### config.mk
export PLATFORM = sky130hd
export DESIGN_NAME = rcw_chain
export DESIGN_NICKNAME = d
export VERILOG_FILES = /design/src/rtl/rcw_pkg.sv /design/src/rtl/rcw_cell.sv /design/src/rtl/rcw_chain.sv
export SDC_FILE = /design/constraint.sdc
export NUM_CORES = 2
export LEC_CHECK = 0
export BUFFER_PORTS_ARGS = -buffer_cell sky130_fd_sc_hd__buf_2
export CAP_MARGIN = 20
export CORE_UTILIZATION = 40
export DETAILED_ROUTE_END_ITERATION = 16
export GPL_TIMING_DRIVEN = 1
export SKIP_CTS_REPAIR_TIMING = 1
export SLEW_MARGIN = 25
export SYNTH_ARGS = -nofsm -noshare
export SYNTH_HDL_FRONTEND = slang
export SYNTH_SLANG_ARGS = --single-unit
### constraint.sdc
create_clock -name clk -period 1.2 [get_ports clk]
set_input_delay 0.36 -clock clk [delete_from_list [all_inputs] [get_ports clk]]
set_output_delay 0.36 -clock clk [all_outputs]
set_load 0.01 [all_outputs]
### src/rtl/rcw_pkg.sv
// Shared types, constants and the code generator step for the rolling-code receiver.
// No dependencies; every other rtl file uses this package by scoped names.
package rcw_pkg;

  localparam int WINDOW_SIZE = 251;
  localparam int CODE_W      = 23;
  localparam int TICK_W      = 24;
  localparam int RX_CODE_W   = 32;
  localparam int SHIFT_W     = 8;
  localparam int CFG_IDX_W   = 2;
  localparam int CFG_DATA_W  = 24;

  localparam logic [CODE_W-1:0] SEED_RST     = 23'd425;
  localparam logic [CODE_W-1:0] MULT_RST     = 23'd107;
  localparam logic [CODE_W-1:0] INCR_RST     = 23'd11;
  localparam logic [TICK_W-1:0] INTERVAL_RST = 24'd30000;

  typedef enum logic [1:0] {
    OP_INIT = 2'd0,
    OP_CODE = 2'd1,
    OP_TICK = 2'd2,
    OP_NOP  = 2'd3
  } rcw_op_t;

  typedef enum logic [2:0] {
    ST_NONE      = 3'd0,
    ST_ACCEPT    = 3'd1,
    ST_REJECT    = 3'd2,
    ST_ZERO      = 3'd3,
    ST_CHALLENGE = 3'd4,
    ST_INIT      = 3'd5
  } rcw_status_t;

  typedef enum logic [CFG_IDX_W-1:0] {
    REG_SEED     = 2'd0,
    REG_MULT     = 2'd1,
    REG_INCR     = 2'd2,
    REG_INTERVAL = 2'd3
  } rcw_reg_t;

  typedef enum logic [1:0] {
    S_IDLE,
    S_FILL,
    S_SEARCH,
    S_ADVANCE
  } rcw_state_t;

  typedef struct packed {
    rcw_op_t                operation;
    logic [RX_CODE_W-1:0]   received_code;
  } rcw_cmd_t;

  typedef struct packed {
    rcw_status_t            status;
    logic [CODE_W-1:0]      challenge_code;
    logic [SHIFT_W-1:0]     shift_count;
  } rcw_result_t;

  typedef struct packed {
    logic [CODE_W-1:0]      seed;
    logic [CODE_W-1:0]      mult;
    logic [CODE_W-1:0]      incr;
    logic [TICK_W-1:0]      interval;
  } rcw_cfg_t;

  // shift: every cell takes its neighbor's value; rotate: tail takes the front
  typedef struct packed {
    logic                   shift;
    logic                   rotate;
    logic [CODE_W-1:0]      new_code;
  } rcw_chain_ctl_t;

  // One generator step, mod 2^23
  function automatic logic [CODE_W-1:0] lcg_step(input logic [CODE_W-1:0] mult,
                                                 input logic [CODE_W-1:0] incr,
                                                 input logic [CODE_W-1:0] s);
    logic [2*CODE_W-1:0] prod;
    prod = (2*CODE_W)'(mult) * (2*CODE_W)'(s);
    return prod[CODE_W-1:0] + incr;
  endfunction

endpackage

### src/rtl/rcw_cell.sv
// One window cell: a code register loaded from its neighbor on shift.
// Uses rcw_pkg for the code width.
module rcw_cell (
  input  logic                        clk,
  input  logic                        shift,
  input  logic [rcw_pkg::CODE_W-1:0]  d,
  output logic [rcw_pkg::CODE_W-1:0]  q
);

  always_ff @(posedge clk) begin
    if (shift) begin
      q <= d;
    end
  end

endmodule

### src/rtl/rcw_chain.sv
// Code window as a chain of rcw_cell, front at cell 0, newest at the tail.
// Uses rcw_pkg (chain control struct) and rcw_cell.
module rcw_chain #(
  parameter int WINDOW_SIZE = rcw_pkg::WINDOW_SIZE
) (
  input  logic                            clk,
  input  rcw_pkg::rcw_chain_ctl_t         ctl,
  output logic [rcw_pkg::CODE_W-1:0]      front
);

  logic [rcw_pkg::CODE_W-1:0] q [WINDOW_SIZE];
  logic [rcw_pkg::CODE_W-1:0] tail;

  // rotation feeds the front back in so a full pass restores the order
  assign tail  = ctl.rotate ? q[0] : ctl.new_code;
  assign front = q[0];

  for (genvar i = 0; i < WINDOW_SIZE; i++) begin : g_cell
    if (i == WINDOW_SIZE - 1) begin : g_tail
      rcw_cell u_cell (.clk(clk), .shift(ctl.shift), .d(tail), .q(q[i]));
    end else begin : g_mid
      rcw_cell u_cell (.clk(clk), .shift(ctl.shift), .d(q[i+1]), .q(q[i]));
    end
  end

endmodule

Word level (Yosys, flattened, before mapping)

Cells that the tools add are included.
W data, S select, Z words.

Logic and storage cells: 252
Bits of input ports: 26
Latch bits: 0
Memories kept: 0
Bits in registers: 5773
Output and inout bits: 23
Bits in writable memories: 0
Memory bits (read-only): 0

Eq/ne operators: 0
Reduce and logical (&&, ||, !) cells: 0
Shifts and indexed selects: 0
Mux-type cells: 1
Multipliers: 0
Magnitude comparators: 0
Div/mod/pow operators: 0
Add/subtract/negate cells: 0
Bitwise logic cells: 0

Operators with widths:

| kind     | count |
|---|---|
| $mux W23 | 1 |

Logic depth before layout (Yosys ltp)

Depth in word-level cells: 1
Depth in mapped cells: 2
Mapped depth without buffers: 1

Cells and area by module

Synthesis repeated with hierarchy kept, for this count alone.

Cells, all modules: 5798
Area total of the unflattened synthesis: 173637.8 um^2

Modules (own cells, without submodules):

| module    | cells each | times used | area an instance (um^2) | sequential area each (um^2) |
|---|---|---|---|---|
| rcw_cell  | 23         | 251        | 690.7                   | 690.7 |
| rcw_chain | 25         | 1          | 281.5                   | 0.0 |

Worst setup path before layout

Ideal clock, no wire load.

Path type: input-to-reg
From: in ctl[23] in the netlist's numbering
To: reg g_cell[250].g_tail.u_cell.q[0] in the netlist's numbering, data pin
Arrival: 0.791 ns
Stages on the path: 2
Slack: 0.150 ns
Cell sequence: buf_6 mux2_2

Longest elaborated chain between the ends: 1

RTL lines:

| item                                      | line            | text |
|---|---|---|
| start, declared                           | rcw_chain.sv:7  | `input rcw_pkg::rcw_chain_ctl_t ctl,` |
| $mux W23                                  | rcw_chain.sv:15 | `assign tail = ctl.rotate ? q[0] : ctl.new_code;` |
| net g_cell[250].g_tail.u_cell.d (one bit) | rcw_cell.sv:6   | `input logic [rcw_pkg::CODE_W-1:0] d,` |
| end signal, assigned                      | rcw_cell.sv:12  | `q <= d;` |
| end, declared                             | rcw_cell.sv:7   | `output logic [rcw_pkg::CODE_W-1:0] q` |

The timed path passes the listed nets, and every way through them passes these cells.
A chain may end at the register's enable or synchronous reset.

Worst setup path in the final report

From: reg g_cell[0].g_mid.u_cell.q[5] in the netlist's numbering
To: out front[5] in the netlist's numbering

RTL lines:

| item                   | line           | text |
|---|---|---|
| start, declared        | rcw_cell.sv:7  |  |
| start signal, assigned | rcw_cell.sv:12 |  |
| end, declared          | rcw_chain.sv:8 | `output logic [rcw_pkg::CODE_W-1:0] front` |

No word-level cell between the ends.

==> metrics.cfg <==
[outcome]
status=finished with violations
violations=setup timing

[global_routing]
grt_first_pass_wirelength_um=340000
grt_max_degree=78
grt_overflow=0
antenna_found_initial=5
grt_pass1_vias=57600
track_usage=0.0969

[logic_synthesis]
synthCells=5798
syn_area_per_cell_um2=29.9
yosys_warnings=0
synth_compound_area_frac=0
yosysMostFrequentCell=edfxtp_1
synth-simple-area-share=0
synth_common_cells=5773 x edfxtp_1, 23 x mux2_2, 2 x buf_6
synth.distinct_cells=3
synth_area_leaders=edfxtp_1 100%, mux2_2 0.15%, buf_6 0.013%
syn_nets=5824
seq_area_frac_synth=0.998
synth_ff_type=edfxtp_1
synth_xor_xnor_area_share=0
yosysTopAreaCellShare=0.998
syn-cell-area_mm2=0.174
synth_adder_area_share=0
yosys_register_bits=5773
muxShareOfSynthArea=0.00149
ys_async_sr_fraction=0
synth_edf_count=5773
synth_largest_area_cell=edfxtp_1
synth_top_family_by_area=multiplexers

[timing]
rsz0062_at_grt=yes
relSlewSlack=0.703
min_period_ps=2040
finalSetupViolCount=88
tightestPinTransition_ps=445
min_period_over_period=1.70
hold_viol_final=0
fin_ws_ps=-838
finClkSkew_ps=59.8
max_freq_ghz=0.491
maxSlewViolCount=0

[layout]
nets=6867
synthToLayoutAreaGrowth_pct=17.4
final_core_util=0.472
final_layout_size_suffix_gt1_frac=0.167
fill_cells=33900

[clock_tree]
cts-root-buf=clkbuf_16
cts_made_buffers=567
clock_sinks=5773
clkLatencyLatePin_ps=1000
htreeDepth=6
cts_tree=yes
path_clk_slew_ps=60
clock_path_buffers=4

[critical_path]
startpoint_type=flop
critPathRequiredTime_ps=840
worst-setup-path-type=flop to output port
path_max_fanout=2
arrival_ps=1680
end_kind=output port

[detailed_routing]
num_vias=56800
viasPerCell=4.37
drt_iter0_markers=4863
drtPass1Iterations=5
drt_wl_total_um=211000
post_drt_wl_per_cell_um=16.2
ant_nets=0
drc=0

[power]
power.density_mw_per_mm2=2010
ir_drop_mv=1.55
p_leak_uw=0.0681
power.total_uw=409000

[die]
start_util=0.402
die_h_um=661
core_area_mm2=0.432
die-width_um=661
ios=49
die_area_mm2=0.437
rows=241

[placement]
port_buffers=48
gp_congestion=0.702
hpwlAfterDp_um=97400
place_ws_ps=-514

[worst_hold_path]
hold_class=primary input to flop

[run]
drv.max_cap_violation_count=0

layout make-up:
cell class | instances | area (um^2) | area share
flip-flops and latches | 5773 | 173000 | 0.851
repair buffers | 476 | 5540 | 0.0272
diodes | 1 | 2.50 | 0.0000123
well taps | 5710 | 7140 | 0.0351
clock buffers | 716 | 15100 | 0.0739
clock inverters | 295 | 2400 | 0.0118
multi-input cells | 23 | 259 | 0.00127
critical path, stage by stage, from the launching register on:
cell and delay [ps]:
edfxtp_1 410, buf_6 160, buf_6 120
routing by layer:
layer | vias to the layer above | GRT usage | routed length [um]
li1 | 26000 | - | -
met5 | - | 0 | 0
met1 | 29500 | 0.157 | 108000
met2 | 871 | 0.128 | 88200
met4 | 0 | 0.0344 | 6210
met3 | 497 | 0.0204 | 8620
report_power, final:
group          internal, uW  switching [uW]
registers            235000            3340
logic                  1740            3970
clock network         94300           70600
total                331000           78000
logic make-up after synthesis:
family	after synthesis
flops	5773
mux	23
buf+inv	2
layout by cell type, fill, tap and decap left out:
master / Yosys / final
clkinv_8: 0 / 14
inv_8: 0 / 3
clkinv_16: 0 / 5
clkinv_4: 0 / 5
buf_4: 0 / 241
dlygate4sd3_1: 0 / 25
inv_6: 0 / 14
buf_12: 0 / 160
clkinv_2: 0 / 79
clkinvlp_4: 0 / 9
buf_6: 2 / 5
bufinv_16: 0 / 23
diode_2: 0 / 1
clkbuf_16: 0 / 582
edfxtp_1: 5773 / 5773
inv_16: 0 / 8
buf_2: 0 / 45
clkinv_1: 0 / 135
mux2_2: 23 / 23
clkbuf_1: 0 / 134
sequential cells by signal, indices dropped and copies added (netlist names):
signal	cells
g_cell.g_tail.u_cell.q	23
g_cell.g_mid.u_cell.q	5750
path summary, 6_finish.rpt:
path / from / endpoint / slack (ps) / cells after the start
setup / recovery: g_cell[0].g_mid.u_cell.q[5] / front[5] / -840 / 2
hold / removal: ctl[24] / g_cell[12].g_mid.u_cell.q[9] / 110 / 3
setup reg to reg: g_cell[0].g_mid.u_cell.q[14] / g_cell[250].g_tail.u_cell.q[14] / -30 / 3
hold reg to reg: g_cell[143].g_mid.u_cell.q[19] / g_cell[142].g_mid.u_cell.q[19] / 360 / 0
through the flow:
stage	cells	TNS, ps	cell area, um^2	hold slack (ps)
2_1_floorplan	5798	0	174000	400
3_3_place_gp	11900	-2260080	186000	401
3_5_place_dp	11900	-2320860	186000	405
4_1_cts	13000	-19790	203000	-460
5_1_grt	13000	-31680	204000	31.8
6_report	13000	-27290	204000	115
Power figures use the tool's default switching activity.
