[config.mk]
export PLATFORM = sky130hd
export DESIGN_NAME = rcw_ctrl
export DESIGN_NICKNAME = d
export VERILOG_FILES = /design/src/rtl/rcw_pkg.sv /design/src/rtl/rcw_ctrl.sv
export SDC_FILE = /design/constraint.sdc
export NUM_CORES = 1
export LEC_CHECK = 0
export ABC_AREA = 1
export BUFFER_PORTS_ARGS = -buffer_cell sky130_fd_sc_hd__buf_2
export CAP_MARGIN = 20
export CORE_ASPECT_RATIO = 1.25
export CORE_MARGIN = 10
export CORE_UTILIZATION = 45
export CTS_CLUSTER_SIZE = 16
export DETAILED_ROUTE_END_ITERATION = 10
export GPL_ROUTABILITY_DRIVEN = 0
export PLACE_DENSITY_LB_ADDON = 0.1
export SLEW_MARGIN = 40
export SYNTH_ARGS = -nofsm -noshare
export SYNTH_HDL_FRONTEND = slang
export SYNTH_SLANG_ARGS = --single-unit
[constraint.sdc]
create_clock -name clk -period 10.1 [get_ports clk]
set_clock_uncertainty 0.15 [all_clocks]
set_input_delay 1.515 -clock clk [delete_from_list [all_inputs] [get_ports clk]]
set_output_delay 1.515 -clock clk [all_outputs]
set_load 0.005 [all_outputs]
[src/rtl/rcw_pkg.sv]
// Shared types, constants and the code generator step for the rolling-code receiver.
// No dependencies; every other rtl file uses this package by scoped names.
package rcw_pkg;

  localparam int WINDOW_SIZE = 251;
  localparam int CODE_W      = 23;
  localparam int TICK_W      = 24;
  localparam int RX_CODE_W   = 32;
  localparam int SHIFT_W     = 8;
  localparam int CFG_IDX_W   = 2;
  localparam int CFG_DATA_W  = 24;

  localparam logic [CODE_W-1:0] SEED_RST     = 23'd425;
  localparam logic [CODE_W-1:0] MULT_RST     = 23'd107;
  localparam logic [CODE_W-1:0] INCR_RST     = 23'd11;
  localparam logic [TICK_W-1:0] INTERVAL_RST = 24'd30000;

  typedef enum logic [1:0] {
    OP_INIT = 2'd0,
    OP_CODE = 2'd1,
    OP_TICK = 2'd2,
    OP_NOP  = 2'd3
  } rcw_op_t;

  typedef enum logic [2:0] {
    ST_NONE      = 3'd0,
    ST_ACCEPT    = 3'd1,
    ST_REJECT    = 3'd2,
    ST_ZERO      = 3'd3,
    ST_CHALLENGE = 3'd4,
    ST_INIT      = 3'd5
  } rcw_status_t;

  typedef enum logic [CFG_IDX_W-1:0] {
    REG_SEED     = 2'd0,
    REG_MULT     = 2'd1,
    REG_INCR     = 2'd2,
    REG_INTERVAL = 2'd3
  } rcw_reg_t;

  typedef enum logic [1:0] {
    S_IDLE,
    S_FILL,
    S_SEARCH,
    S_ADVANCE
  } rcw_state_t;

  typedef struct packed {
    rcw_op_t                operation;
    logic [RX_CODE_W-1:0]   received_code;
  } rcw_cmd_t;

  typedef struct packed {
    rcw_status_t            status;
    logic [CODE_W-1:0]      challenge_code;
    logic [SHIFT_W-1:0]     shift_count;
  } rcw_result_t;

  typedef struct packed {
    logic [CODE_W-1:0]      seed;
    logic [CODE_W-1:0]      mult;
    logic [CODE_W-1:0]      incr;
    logic [TICK_W-1:0]      interval;
  } rcw_cfg_t;

  // shift: every cell takes its neighbor's value; rotate: tail takes the front
  typedef struct packed {
    logic                   shift;
    logic                   rotate;
    logic [CODE_W-1:0]      new_code;
  } rcw_chain_ctl_t;

  // One generator step, mod 2^23
  function automatic logic [CODE_W-1:0] lcg_step(input logic [CODE_W-1:0] mult,
                                                 input logic [CODE_W-1:0] incr,
                                                 input logic [CODE_W-1:0] s);
    logic [2*CODE_W-1:0] prod;
    prod = (2*CODE_W)'(mult) * (2*CODE_W)'(s);
    return prod[CODE_W-1:0] + incr;
  endfunction

endpackage

[src/rtl/rcw_ctrl.sv]
// Sequencer: init fill, window search by rotation, advance, tick counting.
// Uses rcw_pkg (types, lcg_step); drives the rcw_chain control struct.
module rcw_ctrl #(
  parameter int WINDOW_SIZE = rcw_pkg::WINDOW_SIZE
) (
  input  logic                          clk,
  input  logic                          rst,
  input  logic                          start,
  input  rcw_pkg::rcw_cmd_t             cmd,
  input  rcw_pkg::rcw_cfg_t             cfg,
  input  logic [rcw_pkg::CODE_W-1:0]    front,
  output rcw_pkg::rcw_chain_ctl_t       chain_ctl,
  output logic                          busy,
  output logic                          done,
  output rcw_pkg::rcw_result_t          result
);

  localparam int KW = $clog2(WINDOW_SIZE);
  localparam int CW = $clog2(WINDOW_SIZE + 2);
  localparam logic [CW-1:0] LAST = CW'(WINDOW_SIZE - 1);

  rcw_pkg::rcw_state_t                state, state_next;
  logic [CW-1:0]                      cnt, cnt_next;
  logic [KW-1:0]                      k, k_next;
  logic                               found, found_next;
  logic [rcw_pkg::CODE_W-1:0]         newest, newest_next;
  logic [rcw_pkg::CODE_W-1:0]         challenge, challenge_next;
  logic [rcw_pkg::TICK_W-1:0]         tick_count, tick_next;
  logic [rcw_pkg::RX_CODE_W-1:0]      code_reg, code_next;
  logic                               done_next;
  rcw_pkg::rcw_result_t               result_next;

  logic [rcw_pkg::CODE_W-1:0]         lcg_in, lcg_out;
  logic [rcw_pkg::TICK_W-1:0]         tick_inc;
  logic [CW-1:0]                      k_plus;
  logic                               match;

  assign lcg_in   = (state == rcw_pkg::S_IDLE) ? cfg.seed : newest;
  assign lcg_out  = rcw_pkg::lcg_step(cfg.mult, cfg.incr, lcg_in);
  assign tick_inc = tick_count + 1'b1;
  assign k_plus   = CW'(k) + 1'b1;
  // codes of 2^23 and above never match
  assign match    = (code_reg[rcw_pkg::RX_CODE_W-1:rcw_pkg::CODE_W] == '0) &&
                    (front == code_reg[rcw_pkg::CODE_W-1:0]);
  assign busy     = (state != rcw_pkg::S_IDLE);

  always_ff @(posedge clk) begin
    if (rst) begin
      state      <= rcw_pkg::S_IDLE;
      cnt        <= '0;
      found      <= 1'b0;
      newest     <= '0;
      challenge  <= '0;
      tick_count <= '0;
      done       <= 1'b0;
    end else begin
      state      <= state_next;
      cnt        <= cnt_next;
      found      <= found_next;
      newest     <= newest_next;
      challenge  <= challenge_next;
      tick_count <= tick_next;
      done       <= done_next;
    end
  end

  always_ff @(posedge clk) begin
    k        <= k_next;
    code_reg <= code_next;
    result   <= result_next;
  end

  always_comb begin
    state_next     = state;
    cnt_next       = cnt;
    k_next         = k;
    found_next     = found;
    newest_next    = newest;
    challenge_next = challenge;
    tick_next      = tick_count;
    code_next      = code_reg;
    done_next      = 1'b0;
    result_next    = result;
    result_next.shift_count = '0;
    chain_ctl.shift    = 1'b0;
    chain_ctl.rotate   = 1'b0;
    chain_ctl.new_code = lcg_out;

    case (state)
      rcw_pkg::S_IDLE: begin
        if (start) begin
          case (cmd.operation)
            rcw_pkg::OP_INIT: begin
              newest_next    = lcg_out;
              challenge_next = lcg_out;
              cnt_next       = '0;
              state_next     = rcw_pkg::S_FILL;
            end
            rcw_pkg::OP_CODE: begin
              if (cmd.received_code == '0) begin
                done_next          = 1'b1;
                result_next.status = rcw_pkg::ST_ZERO;
              end else begin
                code_next  = cmd.received_code;
                cnt_next   = '0;
                found_next = 1'b0;
                state_next = rcw_pkg::S_SEARCH;
              end
            end
            rcw_pkg::OP_TICK: begin
              done_next          = 1'b1;
              result_next.status = (tick_count == '0) ? rcw_pkg::ST_CHALLENGE
                                                      : rcw_pkg::ST_NONE;
              // interval of zero acts like one
              tick_next = (tick_inc >= cfg.interval) ? '0 : tick_inc;
            end
            default: begin
              done_next          = 1'b1;
              result_next.status = rcw_pkg::ST_NONE;
            end
          endcase
        end
      end

      rcw_pkg::S_FILL: begin
        chain_ctl.shift = 1'b1;
        newest_next     = lcg_out;
        cnt_next        = cnt + 1'b1;
        if (cnt == LAST) begin
          done_next          = 1'b1;
          result_next.status = rcw_pkg::ST_INIT;
          state_next         = rcw_pkg::S_IDLE;
        end
      end

      rcw_pkg::S_SEARCH: begin
        chain_ctl.shift  = 1'b1;
        chain_ctl.rotate = 1'b1;
        cnt_next         = cnt + 1'b1;
        // first hit from the front wins
        if (!found && match) begin
          found_next = 1'b1;
          k_next     = cnt[KW-1:0];
        end
        if (cnt == LAST) begin
          if (found || match) begin
            cnt_next   = '0;
            state_next = rcw_pkg::S_ADVANCE;
          end else begin
            done_next          = 1'b1;
            result_next.status = rcw_pkg::ST_REJECT;
            state_next         = rcw_pkg::S_IDLE;
          end
        end
      end

      rcw_pkg::S_ADVANCE: begin
        chain_ctl.shift = 1'b1;
        newest_next     = lcg_out;
        cnt_next        = cnt + 1'b1;
        // after k+1 advances the front is the code after the accepted one
        if (cnt == k_plus) begin
          challenge_next          = front;
          done_next               = 1'b1;
          result_next.status      = rcw_pkg::ST_ACCEPT;
          result_next.shift_count = rcw_pkg::SHIFT_W'(k_plus);
          state_next              = rcw_pkg::S_IDLE;
        end
      end

      default: begin
        state_next = rcw_pkg::S_IDLE;
      end
    endcase

    result_next.challenge_code = challenge_next;
  end

endmodule

Word-level counts from Yosys, hierarchy flattened
Index checks and enable logic that the tools add are counted.
{"block": "totals", "regBits": 156, "word_cells": 110, "ram_bits": 0, "mem_bits_ro": 0, "n_memories": 0, "output_inout_bits": 61, "latch_bits": 0}
{"block": "classes", "shift": 0, "mux": 47, "bitwise": 1, "n_mul": 1, "eq_ne": 21, "div": 0, "n_reduce_logical": 23, "order_cmp": 1, "n_addsub": 4}
{"operator": "23-bit two-way mux", "count": 6}
{"operator": "23-bit case mux with 2 select lines", "count": 2}
{"operator": "32-bit zero test", "count": 1}
{"operator": "8-bit two-way mux", "count": 4}
{"operator": "24-bit by 1-bit adder with 24-bit output (second input constant)", "count": 1}
{"operator": "24-bit >= comparator", "count": 1}
{"operator": "24-bit zero test", "count": 1}
{"operator": "24-bit two-way mux", "count": 1}
{"operator": "8-bit case mux with 3 select lines", "count": 1}
{"operator": "23-bit adder", "count": 1}
{"operator": "23-bit equality test", "count": 1}
{"operator": "23-bit by 23-bit multiplier with 23-bit output", "count": 1}
{"operator": "3-bit two-way mux", "count": 7}
{"operator": "8-bit by 1-bit adder with 8-bit output (second input constant)", "count": 2}
{"operator": "2-bit != test (second input constant)", "count": 8}
{"operator": "8-bit case mux with 2 select lines", "count": 1}
{"operator": "1-bit two-way mux", "count": 12}
{"operator": "2-bit two-way mux", "count": 6}
{"operator": "3-bit case mux with 4 select lines", "count": 1}
{"operator": "9-bit zero test", "count": 1}
{"operator": "3-bit case mux with 3 select lines", "count": 1}
{"operator": "3-bit AND reduction", "count": 3}
{"operator": "8-bit equality test", "count": 1}
{"operator": "8-bit equality test (second input constant)", "count": 1}
{"operator": "other kinds (22)", "count": 33}

Depth between registers and ports, before layout
Gate-level depths: netlist of the first run.
{"block": "logic_depth", "depth_word": 7, "mapped_depth": 39, "ltp_nobuf": 36}

Least setup slack after synthesis of the first run
Ideal clock, no wire load.
{"block": "synth_path", "kind": "input port to output port", "start": "in cfg[73] (netlist bit)", "end": "out chain_ctl[22] (netlist bit)", "t_arrival_ns": 7.038, "slack_ns": 1.397, "t_required_ns": 8.435, "cell_stages": 27, "path_cell_list": "inv_1 nand2_2 nand2_1 inv_1 clkbuf_1 nand2_1 fa_1 fa_1 fa_1 inv_1 fa_1 inv_1 fa_1 fa_1 fa_1 inv_1 ha_1 a21oi_1 o211ai_1 a21oi_1 nand2_1 nand3_1 nand2_1 a21oi_1 nand3_1 nand2_1 inv_1"}
{"element": "from (decl)", "line_no": "rcw_ctrl.sv:10", "text": "input rcw_pkg::rcw_cfg_t cfg,"}
{"element": "to (decl)", "line_no": "rcw_ctrl.sv:12", "text": "output rcw_pkg::rcw_chain_ctl_t chain_ctl,"}

==> flow_summary.json, run 1 <==
{
  "wire_per_inst_um": 18.1,
  "crit_end": "chain_ctl[17]",
  "finalCritPeriodShare_pct": 94.1,
  "timing_worst_setup_path_type": "in -> out",
  "setup_tns_ns": 0,
  "grt_max_degree": 55,
  "ys_async_sr_fraction_pct": 0,
  "setup_violations": 0,
  "rr_worst_depth": 31,
  "cts_tree": "yes",
  "fmax_mhz": 105,
  "drv_cap": 0,
  "grt_pass1_vias": 16013,
  "start_kind": "input pin",
  "clkTransAtPathRegs_ns": 0.06,
  "seq_area_mm2": 0.00355,
  "worstSetupStartpoint": "cfg[72]",
  "largest_reg_flops": 34,
  "grt_pass1_wl_mm": 85.8,
  "io_buffer_count": 213,
  "grt_use_total_pct": 23.2,
  "slew_viol_final": 0,
  "post_cts_buffers": 0,
  "r2r_start": "state[0]$_SDFFE_PP0P_",
  "worstSkewPairLatency_ns": 0.44,
  "yosys_warnings": 0,
  "ys_types": 55,
  "grt_antenna_before_repair": 11,
  "row_count": 80,
  "period_needed_ns": 9.50,
  "die_y_um": 240,
  "fin_cells": 2985,
  "cp_max_fo": 8,
  "arrival_ns": 7.84,
  "synthFlopType": "dfxtp_1",
  "hold_buffers": 0,
  "synth-seq-cells": 156,
  "drt-initial-drc-count": 905,
  "rsz0062_at_grt": "false",
  "area_growth_pct": 12.2,
  "ant_nets": 0,
  "regToRegSetupSlack_ns": 2.27,
  "drtPass1Iterations": 5,
  "yosysSeqAreaShare_pct": 20.4,
  "min_path_type": "reg -> reg",
  "synth_area_mm2": 0.0174,
  "wirelength_mm": 54.1,
  "grt.overflow.total": 0,
  "htreeDepth": 4,
  "crit_required_ns": 8.44,
  "max-slew-margin-rel_pct": 48.5,
  "cts.sinks": 156,
  "vias": 15251,
  "multi_input_area_mm2": 0.0115,
  "finalHoldViolCount": 0,
  "hpwl_mm": 45.4,
  "start_util_pct": 45.6,
  "nFillCells": 3847,
  "root_buffer": "clkbuf_16",
  "drive_gt1_share_pct": 13.0,
  "syn_nets": 2773,
  "synth_edf_count": 43,
  "nets": 2966,
  "ios": 214,
  "die_x_um": 196,
  "drc": 0,
  "place_inst": 2953,
  "r2r_end": "challenge[17]$_SDFF_PP0_",
  "syn_inst": 2287,
  "avgViaCountPerCell": 5.11,
  "core_mm2": 0.0382,
  "die-area_mm2": 0.0470,
  "tightest_slew_ns": 0.772,
  "endpoint_kind": "output port",
  "syn_avg_cell_area_um2": 7.62,
  "outcome": "finished, final reports clean",
  "cts_inserted_buffers": 17,
  "clk_path_buf_depth": 2
}
==> worst max-delay path, cell delays in order <==
cell     delay (ns)
buf_2          0.11
nand2_1        0.07
o21ai_2        0.08
inv_1          0.46
nor2_1         0.13
fa_1           0.66
inv_1          0.08
fa_1           0.47
fa_1           0.55
inv_1          0.05
fa_1           0.42
fa_1           0.47
fa_1           0.55
inv_1          0.05
fa_1           0.48
inv_1          0.04
ha_1           0.32
nand2_1        0.13
nor2_1         0.06
nor2_1         0.15
nand3_1        0.09
inv_1          0.10
o21ai_0        0.11
or2_2          0.28
nand2_1        0.23
buf_2          0.18
==> placed cells by master (no fill, tap or decap), types with 4 or more instances in the layout <==
master       n
ha_1       119
buf_4       22
buf_2      213
xor2_1      50
a21oi_2      4
o21ai_1      5
nor4_1      22
nand2_2      4
nand4_1     22
nor2_1     200
clkbuf_1     4
inv_1      558
and2_1      10
nor3_1      17
xnor2_1     21
o21ai_2     12
a21o_1       9
fa_1       213
o21ai_0     71
or2_2       12
nand3_2      5
nand2_1    472
o211ai_1     8
a21oi_1    121
dfxtp_1    113
edfxtp_1    43
clkinv_1     5
o21ai_4      5
a31oi_1      4
clkbuf_16   19
nand3_1     65
==> per-stage QoR <==
step | instance area, µm² | util (%) | hold WS, ns | setup slack (ns)
2_1_floorplan | 17400 | - | 0.256 | 1.40
3_3_place_gp | 19000 | 49.6 | 0.317 | 0.604
3_5_place_dp | 19000 | 49.7 | 0.319 | 0.614
4_1_cts | 19500 | 51.1 | 0.334 | 0.451
5_1_grt | 19600 | 51.2 | 0.346 | 0.226
6_report | 19600 | 51.2 | 0.334 | 0.598
==> final cells by class <==
cell class / count / share of cell area (%)
diodes: 1 / 0.0128
flip-flops and latches: 156 / 18.2
multi-input cells: 1502 / 58.5
clock inverters: 8 / 0.288
well taps: 492 / 3.15
inverters: 566 / 10.9
repair buffers: 237 / 6.47
clock buffers: 23 / 2.51
==> cells in the mapped netlist, drive strengths merged, types with 2 or more instances <==
master	instances	area, µm²
a21o	9	67.6
a21oi	125	641
a22oi	2	15.0
a31oi	4	25.0
and2	11	71.3
buf	16	154
clkbuf	47	176
clkinv	5	18.8
dfxtp	113	2260
edfxtp	43	1290
fa	213	4260
ha	120	1500
inv	561	2110
nand2	477	1810
nand3	71	393
nand3b	3	22.5
nand4	22	138
nor2	202	763
nor3	20	110
nor4	23	150
o2111ai	2	17.5
o211ai	10	85.1
o21ai	93	559
o31ai	2	15.0
or2	15	93.8
xnor2	21	184
xor2	50	438
==> worst min-delay path by stage <==
stage,start,end,cells past startpoint
after floorplan,cnt[2]$_SDFFE_PP0P_,k[2]$_DFFE_PP_,0
after global placement,newest[1]$_SDFFE_PP0P_,newest[1]$_SDFFE_PP0P_,2
after detailed placement,cnt[5]$_SDFFE_PP0P_,k[5]$_DFFE_PP_,0
after CTS,cnt[5]$_SDFFE_PP0P_,k[5]$_DFFE_PP_,0
after global routing,tick_count[21]$_SDFFE_PP0P_,tick_count[21]$_SDFFE_PP0P_,2
final,cnt[5]$_SDFFE_PP0P_,k[5]$_DFFE_PP_,0
==> kinds of logic after synthesis <==
logic type / after synthesis / share of synthesized area (%)
XOR/XNOR: 71 / 3.57
adder cells (fa/ha/maj): 333 / 33.1
AND/OR/NAND/NOR: 845 / 20.4
flip-flops: 156 / 20.4
AO/OA/AOI/OAI: 253 / 8.46
buffers and inverters: 629 / 14.1
==> what timing repair did <==
action                                 in CTS  in global routing
resized for setup                           0                  1
endpoints found under the hold margin       0                  0
setup endpoints to repair                   0                  1
==> layer usage <==
| metal | GRT usage (%) | vias to the layer above | part of all wire [%] |
|---|---|---|---|
| met5 | 0 | - | 0.28 |
| met4 | 10.7 | 20 | 4.7 |
| met3 | 4.43 | 130 | 5.8 |
| met2 | 41.3 | 484 | 50 |
| met1 | 26.2 | 7329 | 39 |
| li1 | - | 7288 | - |
Power of run 1 is left out: the tool's default activity adds up to more than one toggle a clock period on the data nets, which glitch-free logic cannot reach.
==> run 2: changes to the inputs <==
- REMOVE_ABC_BUFFERS: default -> 1
==> run 2 against run 1 <==
- register-to-register slack worse by 0.09 ns
- maximum frequency down 0.21%
- routed wire length down 1.7%
- critical path type is now reg -> out
- clock-buffer cell count down 5
- via count down 1.5%
- worst setup slack worse by 0.020 ns
==> flow_summary.json, run 2 (synthesized netlist as in run 1, its figures left out) <==
{
  "place_inst": 2950,
  "largest_reg_flops": 34,
  "hold_buffers": 0,
  "worstSkewPairLatency_ns": 0.44,
  "cts_tree": "yes",
  "root_buffer": "clkbuf_16",
  "slowest_delay_ns": 0.57,
  "nFillCells": 3843,
  "arrival_ns": 7.86,
  "slew_viol_final": 0,
  "wirelength_mm": 53.2,
  "drtPass1Iterations": 6,
  "crit_family": "adder cells",
  "grt_antenna_before_repair": 5,
  "crit_required_ns": 8.44,
  "cts.sinks": 156,
  "grt_max_degree": 55,
  "die-area_mm2": 0.0470,
  "wire_per_inst_um": 17.8,
  "rsz0062_at_grt": "false",
  "grt_pass1_wl_mm": 83.9,
  "finalHoldViolCount": 0,
  "io_buffer_count": 213,
  "vias": 15024,
  "hpwl_mm": 44.3,
  "finalCritPeriodShare_pct": 94.3,
  "clk_path_buf_depth": 2,
  "grt.overflow.total": 0,
  "min_path_type": "reg -> reg",
  "max-slew-margin-rel_pct": 47.4,
  "ios": 214,
  "die_y_um": 240,
  "cp_max_fo": 17,
  "setup_violations": 0,
  "setup_tns_ns": 0,
  "cts_resized": 0,
  "grt_use_total_pct": 22.7,
  "fmax_mhz": 105,
  "area_growth_pct": 12.2,
  "htreeDepth": 4,
  "nets": 2963,
  "core_mm2": 0.0382,
  "clkTransAtPathRegs_ns": 0.06,
  "drive_gt1_share_pct": 13.0,
  "drt-initial-drc-count": 852,
  "critPathBufInv": 9,
  "die_x_um": 196,
  "start_kind": "flip-flop",
  "post_cts_buffers": 0,
  "fin_cells": 2983,
  "period_needed_ns": 9.52,
  "outcome": "finished, final reports clean",
  "drc": 0,
  "grt_pass1_vias": 15627,
  "layout_common_cells": "inv_1 (559), nand2_1 (472), fa_1 (213), buf_2 (213), nor2_1 (200)",
  "cpMaxStageDelayCell": "fa_1",
  "avgViaCountPerCell": 5.04,
  "drv_cap": 0,
  "final_common_cell": "inv_1",
  "start_util_pct": 45.6,
  "endpoint_kind": "output port",
  "seq_area_mm2": 0.00355,
  "row_count": 80,
  "multi_input_area_mm2": 0.0115,
  "cts_inserted_buffers": 17,
  "timing_worst_setup_path_type": "reg -> out",
  "tightest_slew_ns": 0.788,
  "ant_nets": 0
}
-- run 2: path summary, 6_finish.rpt --
| path | slack, ns | endpoint | start | depth (start not counted) |
|---|---|---|---|---|
| worst max register to register | 2.18 | challenge[17]$_SDFF_PP0_ | state[0]$_SDFFE_PP0P_ | 33 |
| worst max-delay path | 0.58 | chain_ctl[20] | state[0]$_SDFFE_PP0P_ | 28 |
| worst min register to register | 0.32 | newest[5]$_SDFFE_PP0P_ | newest[5]$_SDFFE_PP0P_ | 2 |
| worst min-delay path | 0.32 | newest[5]$_SDFFE_PP0P_ | newest[5]$_SDFFE_PP0P_ | 2 |
-- run 2: per-stage QoR --
step	area, µm²	worst slack [ns]	utilization [%]	hold WS [ns]
3_3_place_gp	18900	0.596	49.5	0.305
4_1_cts	19500	0.428	51.1	0.328
6_report	19600	0.577	51.1	0.324
2_1_floorplan	17100	0.292	-	0.281
5_1_grt	19600	0.213	51.1	0.353
3_5_place_dp	19000	0.553	49.6	0.311
-- run 2: area by class of cell --
cell class,instances,area share [%]
sequential,156,18.2
inverter,566,10.9
antenna,1,0.0128
multi-input combinational,1502,58.6
tap,492,3.15
timing repair buffer,234,6.26
clock inverter,14,0.704
clock buffer,18,2.25
-- run 2: worst min-delay path: stages, from the launching register on --
cell and delay (ns):
dfxtp_1 0.32, nand2_1 0.06, a21oi_1 0.05
-- run 2: routing by layer --
layer | global-route usage [%] | share of wire (%)
met1 | 26.1 | 40
met2 | 40.6 | 51
met3 | 4.11 | 5.6
met4 | 9.20 | 3.6
met5 | 0 | 0.12
Power of run 2 is left out for the same reason.
